==> src/hw/rtl/brp_pkg.sv <==
// Shared types and constants for the ByteRun1 row packer.
// No dependencies; imported by every module of the block but brp_ram.
`default_nettype none
package brp_pkg;
   localparam int STORE_DEPTH      = 128;
   localparam int STORE_AW         = 7;
   localparam int RAM_DEPTH        = 2 * STORE_DEPTH;
   localparam int RAM_AW           = STORE_AW + 1;
   localparam int QUEUE_DEPTH      = 4;
   localparam int MAX_LITERAL_DEF  = 128;
   localparam int MAX_RUN_LEN_DEF  = 128;
   localparam int MIN_RUN_LEN_DEF  = 3;
   localparam int OUT_LANES_DEF    = 8;

   localparam logic KIND_LIT = 1'b0;
   localparam logic KIND_REP = 1'b1;

   // one packet to write: literal (store bank, count) or run (count, value)
   typedef struct packed {
      logic       kind;
      logic [7:0] count;
      logic       bank;
      logic [7:0] value;
      logic       row_end;
   } cmd_type;

   // back end done reading a store bank
   typedef struct packed {
      logic valid;
      logic bank;
   } release_type;
endpackage
`default_nettype wire

==> src/hw/rtl/byterun1_row_packer.sv <==
// ByteRun1 row packer top level: front end, command queue, back end, literal store.
// Packets: the queued item that closes a packet is popped by the back end, which writes a header,
// then the run value or single literal byte, or each stored literal byte via the store read port.
// Throughput: 1 item per cycle while the queue has room and no store bank is pending;
// while the back end still reads a closed literal from the other bank, no item is taken.
// Reset: synchronous; clears control state, not the back end command/index or the literal store.
`default_nettype none
module byterun1_row_packer #(
   parameter int MAX_LITERAL = brp_pkg::MAX_LITERAL_DEF,
   parameter int MAX_RUN_LEN = brp_pkg::MAX_RUN_LEN_DEF,
   parameter int MIN_RUN_LEN = brp_pkg::MIN_RUN_LEN_DEF,
   parameter int OUT_LANES   = brp_pkg::OUT_LANES_DEF
) (
   input  wire logic        clock,
   input  wire logic        reset,
   input  wire logic        req_valid,
   output logic             req_ready,
   input  wire logic [7:0]  req_data_byte,
   input  wire logic        req_row_end,
   output logic             rsp_valid,
   input  wire logic        rsp_ready,
   output logic [63:0]      rsp_packed_word,
   output logic [3:0]       rsp_byte_count,
   output logic             rsp_row_last,
   output logic [15:0]      rsp_packed_length
);
   import brp_pkg::*;

   logic              push0_valid, push1_valid, room, head_valid, pop;
   cmd_type           push0_cmd, push1_cmd, head_cmd;
   release_type       release_bank;
   logic              wr_en;
   logic [RAM_AW-1:0] wr_addr, rd_addr;
   logic [7:0]        wr_data, rd_data;

   brp_front #(
      .MAX_LITERAL(MAX_LITERAL),
      .MAX_RUN_LEN(MAX_RUN_LEN),
      .MIN_RUN_LEN(MIN_RUN_LEN)
   ) u_front (
      .clock, .reset,
      .req_valid, .req_ready, .req_data_byte, .req_row_end,
      .push0_valid, .push0_cmd, .push1_valid, .push1_cmd,
      .room, .release_bank,
      .wr_en, .wr_addr, .wr_data
   );

   brp_queue u_queue (
      .clock, .reset,
      .push0_valid, .push0_cmd, .push1_valid, .push1_cmd,
      .room, .head_valid, .head_cmd, .pop
   );

   brp_ram #(.WIDTH(8), .DEPTH(RAM_DEPTH)) u_store (
      .clock, .wr_en, .wr_addr, .wr_data, .rd_addr, .rd_data
   );

   brp_back #(.OUT_LANES(OUT_LANES)) u_back (
      .clock, .reset,
      .head_valid, .head_cmd, .pop,
      .rd_addr, .rd_data, .release_bank,
      .rsp_valid, .rsp_ready, .rsp_packed_word, .rsp_byte_count,
      .rsp_row_last, .rsp_packed_length
   );
endmodule
`default_nettype wire

==> src/hw/rtl/brp_ram.sv <==
// Generic simple dual-port RAM, one write and one registered read port.
// No dependencies.
`default_nettype none
module brp_ram #(
   parameter int WIDTH = 8,
   parameter int DEPTH = 256
) (
   input  wire logic                     clock,
   input  wire logic                     wr_en,
   input  wire logic [$clog2(DEPTH)-1:0] wr_addr,
   input  wire logic [WIDTH-1:0]         wr_data,
   input  wire logic [$clog2(DEPTH)-1:0] rd_addr,
   output logic      [WIDTH-1:0]         rd_data
);
   logic [WIDTH-1:0] mem_ff [DEPTH];

   always_ff @(posedge clock) begin
      if (wr_en) begin
         mem_ff[wr_addr] <= wr_data;
      end
      rd_data <= mem_ff[rd_addr];
   end
endmodule
`default_nettype wire

==> src/hw/rtl/brp_queue.sv <==
// Command queue between front and back end, two pushes and one pop per cycle.
// Depends on brp_pkg.
`default_nettype none
module brp_queue (
   input  wire logic             clock,
   input  wire logic             reset,
   input  wire logic             push0_valid,
   input  wire brp_pkg::cmd_type push0_cmd,
   input  wire logic             push1_valid,
   input  wire brp_pkg::cmd_type push1_cmd,
   output logic                  room,
   output logic                  head_valid,
   output brp_pkg::cmd_type      head_cmd,
   input  wire logic             pop
);
   import brp_pkg::*;
   localparam int AW = $clog2(QUEUE_DEPTH);

   cmd_type        entry_ff [QUEUE_DEPTH];
   logic [AW-1:0]  rd_ff, rd_in, wr_ff, wr_in, addr1;
   logic [AW:0]    count_ff, count_in;

   assign addr1      = wr_ff + AW'(push0_valid);
   assign head_valid = count_ff != '0;
   assign head_cmd   = entry_ff[rd_ff];
   assign room       = count_ff <= (AW+1)'(QUEUE_DEPTH - 2);

   always_comb begin
      wr_in    = wr_ff + AW'(push0_valid) + AW'(push1_valid);
      rd_in    = rd_ff + AW'(pop);
      count_in = count_ff + (AW+1)'(push0_valid) + (AW+1)'(push1_valid) - (AW+1)'(pop);
   end

   always_ff @(posedge clock) begin
      if (push0_valid) begin
         entry_ff[wr_ff] <= push0_cmd;
      end
      if (push1_valid) begin
         entry_ff[addr1] <= push1_cmd;
      end
   end

   always_ff @(posedge clock) begin
      if (reset) begin
         rd_ff    <= '0;
         wr_ff    <= '0;
         count_ff <= '0;
      end else begin
         rd_ff    <= rd_in;
         wr_ff    <= wr_in;
         count_ff <= count_in;
      end
   end
endmodule
`default_nettype wire

==> src/hw/rtl/brp_front.sv <==
// Front end: takes raw bytes, fills the literal store, tracks runs and queues packets.
// Depends on brp_pkg.
`default_nettype none
module brp_front #(
   parameter int MAX_LITERAL = brp_pkg::MAX_LITERAL_DEF,
   parameter int MAX_RUN_LEN = brp_pkg::MAX_RUN_LEN_DEF,
   parameter int MIN_RUN_LEN = brp_pkg::MIN_RUN_LEN_DEF
) (
   input  wire logic                     clock,
   input  wire logic                     reset,
   input  wire logic                     req_valid,
   output logic                          req_ready,
   input  wire logic [7:0]               req_data_byte,
   input  wire logic                     req_row_end,
   output logic                          push0_valid,
   output brp_pkg::cmd_type              push0_cmd,
   output logic                          push1_valid,
   output brp_pkg::cmd_type              push1_cmd,
   input  wire logic                     room,
   input  wire brp_pkg::release_type     release_bank,
   output logic                          wr_en,
   output logic [brp_pkg::RAM_AW-1:0]    wr_addr,
   output logic [7:0]                    wr_data
);
   import brp_pkg::*;

   logic       started_ff, started_in;
   logic       mode_ff, mode_in;
   logic [8:0] fill_ff, fill_in;
   logic [7:0] rs_ff, rs_in;
   logic [7:0] prev_ff, prev_in;
   logic [7:0] first_ff, first_in;
   logic       bank_ff, bank_in;
   logic [1:0] busy_ff, busy_in, busy_set, busy_clr;
   logic       accept;
   logic [7:0] c;

   assign c         = req_data_byte;
   assign req_ready = room && !busy_ff[~bank_ff];
   assign accept    = req_valid && req_ready;
   assign wr_data   = c;
   assign busy_clr  = release_bank.valid ? (2'b01 << release_bank.bank) : 2'b00;
   assign busy_in   = (busy_ff & ~busy_clr) | busy_set;

   always_comb begin
      started_in  = started_ff;
      mode_in     = mode_ff;
      fill_in     = fill_ff;
      rs_in       = rs_ff;
      prev_in     = prev_ff;
      first_in    = first_ff;
      bank_in     = bank_ff;
      busy_set    = 2'b00;
      push0_valid = 1'b0;
      push0_cmd   = '0;
      push1_valid = 1'b0;
      push1_cmd   = '0;
      wr_en       = 1'b0;
      wr_addr     = {bank_ff, STORE_AW'(0)};
      if (accept) begin
         prev_in = c;
         if (!started_ff) begin
            wr_en      = 1'b1;
            first_in   = c;
            fill_in    = 9'd1;
            rs_in      = '0;
            mode_in    = 1'b0;
            started_in = 1'b1;
         end else begin
            if (fill_ff < 9'(STORE_DEPTH)) begin
               wr_en   = 1'b1;
               wr_addr = {bank_ff, fill_ff[STORE_AW-1:0]};
            end
            fill_in = fill_ff + 9'd1;
            if (!mode_ff) begin
               if (fill_in > 9'(MAX_LITERAL)) begin
                  push0_valid = 1'b1;
                  push0_cmd   = '{kind: KIND_LIT, count: fill_ff[7:0], bank: bank_ff,
                                  value: first_ff, row_end: 1'b0};
                  if (fill_ff > 9'd1) begin
                     busy_set[bank_ff] = 1'b1;
                     bank_in           = ~bank_ff;
                  end
                  wr_en    = 1'b1;
                  wr_addr  = {bank_in, STORE_AW'(0)};
                  first_in = c;
                  fill_in  = 9'd1;
                  rs_in    = '0;
               end else if (c == prev_ff) begin
                  if (fill_in - {1'b0, rs_ff} >= 9'(MIN_RUN_LEN)) begin
                     if (rs_ff != '0) begin
                        push0_valid = 1'b1;
                        push0_cmd   = '{kind: KIND_LIT, count: rs_ff, bank: bank_ff,
                                        value: first_ff, row_end: 1'b0};
                        if (rs_ff > 8'd1) begin
                           busy_set[bank_ff] = 1'b1;
                           bank_in           = ~bank_ff;
                        end
                        fill_in = fill_in - {1'b0, rs_ff};
                        rs_in   = '0;
                     end
                     mode_in = 1'b1;
                  end else if (rs_ff == '0) begin
                     mode_in = 1'b1;
                  end
               end else begin
                  rs_in = fill_ff[7:0];
               end
            end else begin
               if (c != prev_ff || fill_in - {1'b0, rs_ff} > 9'(MAX_RUN_LEN)) begin
                  push0_valid = 1'b1;
                  push0_cmd   = '{kind: KIND_REP, count: 8'(fill_ff - {1'b0, rs_ff}),
                                  bank: bank_ff, value: prev_ff, row_end: 1'b0};
                  wr_en    = 1'b1;
                  wr_addr  = {bank_ff, STORE_AW'(0)};
                  first_in = c;
                  fill_in  = 9'd1;
                  rs_in    = '0;
                  mode_in  = 1'b0;
               end
            end
         end
         if (req_row_end) begin
            push1_valid = 1'b1;
            if (mode_in) begin
               push1_cmd = '{kind: KIND_REP, count: 8'(fill_in - {1'b0, rs_in}),
                             bank: bank_in, value: prev_in, row_end: 1'b1};
            end else begin
               push1_cmd = '{kind: KIND_LIT, count: fill_in[7:0], bank: bank_in,
                             value: first_in, row_end: 1'b1};
               if (fill_in > 9'd1) begin
                  busy_set[bank_in] = 1'b1;
                  bank_in           = ~bank_in;
               end
            end
            started_in = 1'b0;
            fill_in    = '0;
            rs_in      = '0;
            mode_in    = 1'b0;
         end
      end
   end

   always_ff @(posedge clock) begin
      if (reset) begin
         started_ff <= 1'b0;
         mode_ff    <= 1'b0;
         fill_ff    <= '0;
         rs_ff      <= '0;
         prev_ff    <= '0;
         first_ff   <= '0;
         bank_ff    <= 1'b0;
         busy_ff    <= 2'b00;
      end else begin
         started_ff <= started_in;
         mode_ff    <= mode_in;
         fill_ff    <= fill_in;
         rs_ff      <= rs_in;
         prev_ff    <= prev_in;
         first_ff   <= first_in;
         bank_ff    <= bank_in;
         busy_ff    <= busy_in;
      end
   end
endmodule
`default_nettype wire

==> src/hw/rtl/brp_back.sv <==
// Back end: writes queued packets byte by byte into output words.
// Depends on brp_pkg; reads the literal store through the RAM read port.
`default_nettype none
module brp_back #(
   parameter int OUT_LANES = brp_pkg::OUT_LANES_DEF
) (
   input  wire logic                     clock,
   input  wire logic                     reset,
   input  wire logic                     head_valid,
   input  wire brp_pkg::cmd_type         head_cmd,
   output logic                          pop,
   output logic [brp_pkg::RAM_AW-1:0]    rd_addr,
   input  wire logic [7:0]               rd_data,
   output brp_pkg::release_type          release_bank,
   output logic                          rsp_valid,
   input  wire logic                     rsp_ready,
   output logic [63:0]                   rsp_packed_word,
   output logic [3:0]                    rsp_byte_count,
   output logic                          rsp_row_last,
   output logic [15:0]                   rsp_packed_length
);
   import brp_pkg::*;
   localparam int FW = $clog2(OUT_LANES + 1);

   localparam logic [2:0] ST_IDLE = 3'd0;
   localparam logic [2:0] ST_HDR  = 3'd1;
   localparam logic [2:0] ST_RD   = 3'd2;
   localparam logic [2:0] ST_DAT  = 3'd3;
   localparam logic [2:0] ST_VAL  = 3'd4;

   logic [2:0]    state_ff, state_in;
   cmd_type       cmd_ff, cmd_in;
   logic [7:0]    idx_ff, idx_in;
   logic [63:0]   stage_ff, stage_in, word;
   logic [FW-1:0] sfill_ff, sfill_in, nfill;
   logic [15:0]   len_ff, len_in, len_inc;
   logic          ovalid_ff, ovalid_in;
   logic [63:0]   oword_ff, oword_in;
   logic [3:0]    ocount_ff, ocount_in;
   logic          olast_ff, olast_in;
   logic [15:0]   olen_ff, olen_in;
   logic          can_put, put, plast, emit, rlast;
   logic [7:0]    pbyte;

   assign can_put           = !ovalid_ff || rsp_ready;
   assign rd_addr           = {cmd_ff.bank, idx_ff[STORE_AW-1:0]};
   assign rsp_valid         = ovalid_ff;
   assign rsp_packed_word   = oword_ff;
   assign rsp_byte_count    = ocount_ff;
   assign rsp_row_last      = olast_ff;
   assign rsp_packed_length = olen_ff;
   assign word    = stage_ff | (64'(pbyte) << {sfill_ff, 3'b000});
   assign nfill   = sfill_ff + FW'(1);
   assign len_inc = (len_ff == 16'hFFFF) ? len_ff : len_ff + 16'd1;
   assign rlast   = plast && cmd_ff.row_end;
   assign emit    = put && (nfill == FW'(OUT_LANES) || rlast);

   always_comb begin
      state_in     = state_ff;
      cmd_in       = cmd_ff;
      idx_in       = idx_ff;
      pop          = 1'b0;
      put          = 1'b0;
      plast        = 1'b0;
      pbyte        = cmd_ff.value;
      release_bank = '0;
      unique case (state_ff)
         ST_IDLE: begin
            if (head_valid) begin
               pop      = 1'b1;
               cmd_in   = head_cmd;
               idx_in   = '0;
               state_in = ST_HDR;
            end
         end
         ST_HDR: begin
            pbyte = (cmd_ff.kind == KIND_LIT) ? cmd_ff.count - 8'd1
                                              : 8'(9'd257 - {1'b0, cmd_ff.count});
            if (can_put) begin
               put      = 1'b1;
               state_in = (cmd_ff.kind == KIND_REP || cmd_ff.count == 8'd1) ? ST_VAL : ST_RD;
            end
         end
         ST_RD: begin
            state_in = ST_DAT;
         end
         ST_DAT: begin
            pbyte = rd_data;
            if (can_put) begin
               put    = 1'b1;
               idx_in = idx_ff + 8'd1;
               if (idx_ff == cmd_ff.count - 8'd1) begin
                  plast              = 1'b1;
                  release_bank.valid = 1'b1;
                  release_bank.bank  = cmd_ff.bank;
                  state_in           = ST_IDLE;
               end else begin
                  state_in = ST_RD;
               end
            end
         end
         ST_VAL: begin
            if (can_put) begin
               put      = 1'b1;
               plast    = 1'b1;
               state_in = ST_IDLE;
            end
         end
         default: state_in = ST_IDLE;
      endcase
   end

   always_comb begin
      stage_in  = stage_ff;
      sfill_in  = sfill_ff;
      len_in    = len_ff;
      ovalid_in = ovalid_ff && !rsp_ready;
      oword_in  = oword_ff;
      ocount_in = ocount_ff;
      olast_in  = olast_ff;
      olen_in   = olen_ff;
      if (put) begin
         if (emit) begin
            ovalid_in = 1'b1;
            oword_in  = word;
            ocount_in = 4'(nfill);
            olast_in  = rlast;
            olen_in   = rlast ? len_inc : 16'd0;
            stage_in  = '0;
            sfill_in  = '0;
            len_in    = rlast ? 16'd0 : len_inc;
         end else begin
            stage_in = word;
            sfill_in = nfill;
            len_in   = len_inc;
         end
      end
   end

   always_ff @(posedge clock) begin
      cmd_ff    <= cmd_in;
      idx_ff    <= idx_in;
      oword_ff  <= oword_in;
      ocount_ff <= ocount_in;
      olast_ff  <= olast_in;
      olen_ff   <= olen_in;
   end

   always_ff @(posedge clock) begin
      if (reset) begin
         state_ff  <= ST_IDLE;
         stage_ff  <= '0;
         sfill_ff  <= '0;
         len_ff    <= '0;
         ovalid_ff <= 1'b0;
      end else begin
         state_ff  <= state_in;
         stage_ff  <= stage_in;
         sfill_ff  <= sfill_in;
         len_ff    <= len_in;
         ovalid_ff <= ovalid_in;
      end
   end
endmodule
`default_nettype wire
==> config.mk <==
export PLATFORM = sky130hd
export DESIGN_NAME = byterun1_row_packer
export DESIGN_NICKNAME = d
export VERILOG_FILES = /design/src/hw/rtl/brp_pkg.sv /design/src/hw/rtl/byterun1_row_packer.sv /design/src/hw/rtl/brp_ram.sv /design/src/hw/rtl/brp_queue.sv /design/src/hw/rtl/brp_front.sv /design/src/hw/rtl/brp_back.sv
export SDC_FILE = /design/constraint.sdc
export NUM_CORES = 2
export LEC_CHECK = 0
export BUFFER_PORTS_ARGS = -buffer_cell sky130_fd_sc_hd__buf_2
export CAP_MARGIN = 25
export CORE_AREA = 2 2 516 621
export CTS_CLUSTER_SIZE = 8
export DETAILED_ROUTE_END_ITERATION = 6
export DIE_AREA = 0 0 518 623
export PLACE_DENSITY_LB_ADDON = 0.25
export SLEW_MARGIN = 10
export SYNTH_ARGS = -nofsm -noshare
export SYNTH_HDL_FRONTEND = slang
export SYNTH_SLANG_ARGS = --single-unit
==> constraint.sdc <==
create_clock -name clock -period 9.1 [get_ports clock]
set_clock_uncertainty 0.05 [all_clocks]
set_input_delay 1.82 -clock clock [delete_from_list [all_inputs] [get_ports clock]]
set_output_delay 1.82 -clock clock [all_outputs]
set_load 0.1 [all_outputs]
==> impl_metrics.ini <==
[run_status]
outcome = finished, final reports clean

[hold_path]
hold-path-cell-count = 2
hold_end = u_back.stage_ff[62]$_SDFFE_PP0P_
hold_class = flip-flop to flip-flop
hold_start = u_back.stage_ff[62]$_SDFFE_PP0P_

[sta]
slew_viol_final = 0
fin_crit_ns = 6.794
fin_hold_ws_ns = 0.4173
fin_ws_ns = 2.306
setup_viol = 0
rsz0062_at_grt = no
worstMarginPinSlew_ns = 1.039
finalCritPeriodShare_pct = 74.66
max-slew-margin-rel_pct = 30.73
fin_tns_setup_ns = 0
final_hold_viol_count = 0
fmax_ghz = 0.1472

[synthesis]
ys_ff_latch = 2377
synth_warnings = 0
syn_avg_cell_area_um2 = 19.70
seq_area_frac_synth_pct = 73.86
synth_flop_cell = edfxtp_1
syn_nets = 4868
yosysUniqueCellTypes = 82
synth_edf_count = 2236
synthCells = 4810
syn_area_um2 = 94730
synth-async-reset-ratio_pct = 0

[die]
core_um2 = 317000
fp.dieW_um = 518
die_h_um = 623
start_util_pct = 29.89
rows = 227
pin_count = 100
die_area_um2 = 322700

[route]
drc = 0
antenna_left = 0
vias = 47320
vias_per_cell = 5.026
wl_per_cell_um = 27.37
routed_wirelength_um = 257700
drt-initial-drc-count = 4406
dr.pass1.iters = 6

[power]
power.total_mw = 32.15
p_leak_nw = 34.30
power.density_nw_per_um2 = 292.8
peakVddDrop_v = 0.0002323

[worst_setup_path]
slowest_delay_ns = 0.91
reg2reg_depth = 15
worst_r2r_endpoint = u_store.mem_ff[81][1]$_DFFE_PP_
reg2reg_from = u_front.fill_ff[0]$_SDFFE_PP0P_
crit_fanout = 16
worstPathCellList = ha_1, nand3_1, or3_1, nand2_1, ha_1, nor3b_1, a2111oi_2, o221ai_1, nor4_2, o211ai_1, nand2_1, nand2_1, nor3_1, nand2_4, nor2_1
critPathMostFrequentCell = nand2_1
reg2reg_setup_slack_ns = 2.31
crit_path_start_kind = flip-flop
cp.arrival_ns = 7.17
required_ns = 9.48
crit_buf_inv = 0
crit_family = simple AND/OR/NAND/NOR gates
path_class = flip-flop to flip-flop
critPathCaptureType = flip-flop
critPathSlowestCell = nor2_1

[grt]
antenna_found_initial = 7
grt.total_usage_pct = 15.65
grt-ovfl-total = 0
grt_start_max_net_pins = 155
grt_first_pass_wirelength_um = 369800
first_global_vias = 48730

[finish]
nets = 5143
drive_above_1_share_pct = 25.50
final_cell_mix = edfxtp_1, mux4_2, nor2_1
utilization_pct = 34.65
final_common_cell = edfxtp_1
area_delta_synth_final_pct = 15.93

[cts]
clk_pin_slew_worst_paths_ns = 0.06
root_buffer = clkbuf_16
clk_latency_ns = 0.88
cts_buffers = 340
cts_resized = 0
cts_tree = built
clockBufferDepth = 4
post_cts_buffers = 0
clock-sinks = 2377
htreeDepth = 5
postCtsHoldBufs = 0

[placement]
post-place-ws_ns = 2.053
dp_hpwl_um = 155900
routabilityCongestion = 0.8333
portBuffers = 99

[flow_run]
max_cap_viol_count = 0
==> state kept, by name (all words and copies together), names as in the netlist, 2 cells and up <==
name and cells:
u_queue.count_ff 3, u_back.cmd_ff 18, u_store.mem_ff 2048, u_queue.wr_ff 2, u_front.fill_ff 9, u_front.prev_ff 8, u_back.state_ff 3, u_back.stage_ff 64
u_front.busy_ff 2, u_back.len_ff 16, u_back.idx_ff 8, u_queue.entry_ff 76, u_back.rsp_packed_length 16, u_back.rsp_packed_word 64, u_queue.rd_ff 2, u_front.first_ff 8
u_back.rsp_byte_count 4, u_front.rs_ff 8, u_back.sfill_ff 4, u_store.rd_data 8
==> synth_stat cells, drive strengths merged (31+ instances only) <==
cell,n,share of area [%]
xnor2,44,0.41
nor2,527,2.1
inv,38,0.15
a21oi,124,0.66
nand2,167,0.67
o21ai,111,0.59
edfxtp,2236,71
a22oi,31,0.25
xor2,31,0.30
a21o,74,0.59
dfxtp,141,3.0
clkbuf,185,0.73
mux4,699,17
nand3,45,0.24
ha,41,0.54
buf,90,0.44
==> worst reg2reg max path, stage by stage, from the launching register on <==
cell and delay [ns]:
dfxtp_1 0.66, ha_1 0.35, nand3_1 0.15, or3_1 0.39, nand2_1 0.10, ha_1 0.34
nor3b_1 0.21, a2111oi_2 0.38, o221ai_1 0.27, nor4_2 0.36, o211ai_1 0.17, nand2_1 0.26
nand2_1 0.35, nor3_1 0.77, nand2_4 0.68, nor2_1 0.93
==> power breakdown <==
part	total, mW	switching (mW)	internal, mW
clock network	11.2	4.44	6.79
registers	12.4	0.193	12.2
logic	8.50	4.82	3.69
==> cells by family after synthesis <==
family,after synthesis,share of synthesized area (%)
XOR/XNOR,75,0.7172
AND/OR/NAND/NOR,853,3.779
adder cells (fa/ha/maj),45,0.6260
multiplexers,713,16.77
flip-flops,2377,73.86
AO/OA/AOI/OAI,430,2.915
buffers and inverters,317,1.342
==> metal layers <==
layer | share of wire, % | track usage (%) | routed length, um | vias to the layer above
li1 | - | - | - | 20080
met3 | 4.9 | 2.442 | 12590 | 374
met4 | 2.5 | 4.445 | 6488 | 2
met2 | 51 | 27.06 | 131400 | 1412
met5 | 0.0050 | 0 | 13 | -
met1 | 42 | 20.32 | 107200 | 25450
==> layout make-up <==
cell class,count,area [um2]
antenna,3,7.507
clock buffer,416,8952
clock inverter,17,230.2
fill,29600,207100
inverter,42,157.7
multi-input combinational,2116,23610
sequential,2377,69970
tap,4236,5300
timing repair buffer,208,1603
==> per-stage QoR <==
step           cell area, um2  cells
2_1_floorplan           94730   4810
3_3_place_gp           100400   8968
3_5_place_dp           100600   8976
4_1_cts                109800   9409
5_1_grt                109800   9413
6_report               109800   9415
==> worst max path at each step <==
stage,to,depth (start not counted),from
after floorplan,u_back.stage_ff[45]$_SDFFE_PP0P_,9,rsp_ready
after detailed placement,u_queue.entry_ff[2][12]$_DFFE_PP_,18,u_front.fill_ff[0]$_SDFFE_PP0P_
after CTS,u_queue.entry_ff[2][7]$_DFFE_PP_,18,u_front.fill_ff[1]$_SDFFE_PP0P_
final,u_store.mem_ff[81][1]$_DFFE_PP_,15,u_front.fill_ff[0]$_SDFFE_PP0P_
after global placement,u_queue.entry_ff[2][1]$_DFFE_PP_,18,u_front.fill_ff[0]$_SDFFE_PP0P_
after global routing,u_store.mem_ff[120][3]$_DFFE_PP_,16,u_front.fill_ff[1]$_SDFFE_PP0P_
Power figures use the tool's default switching activity.
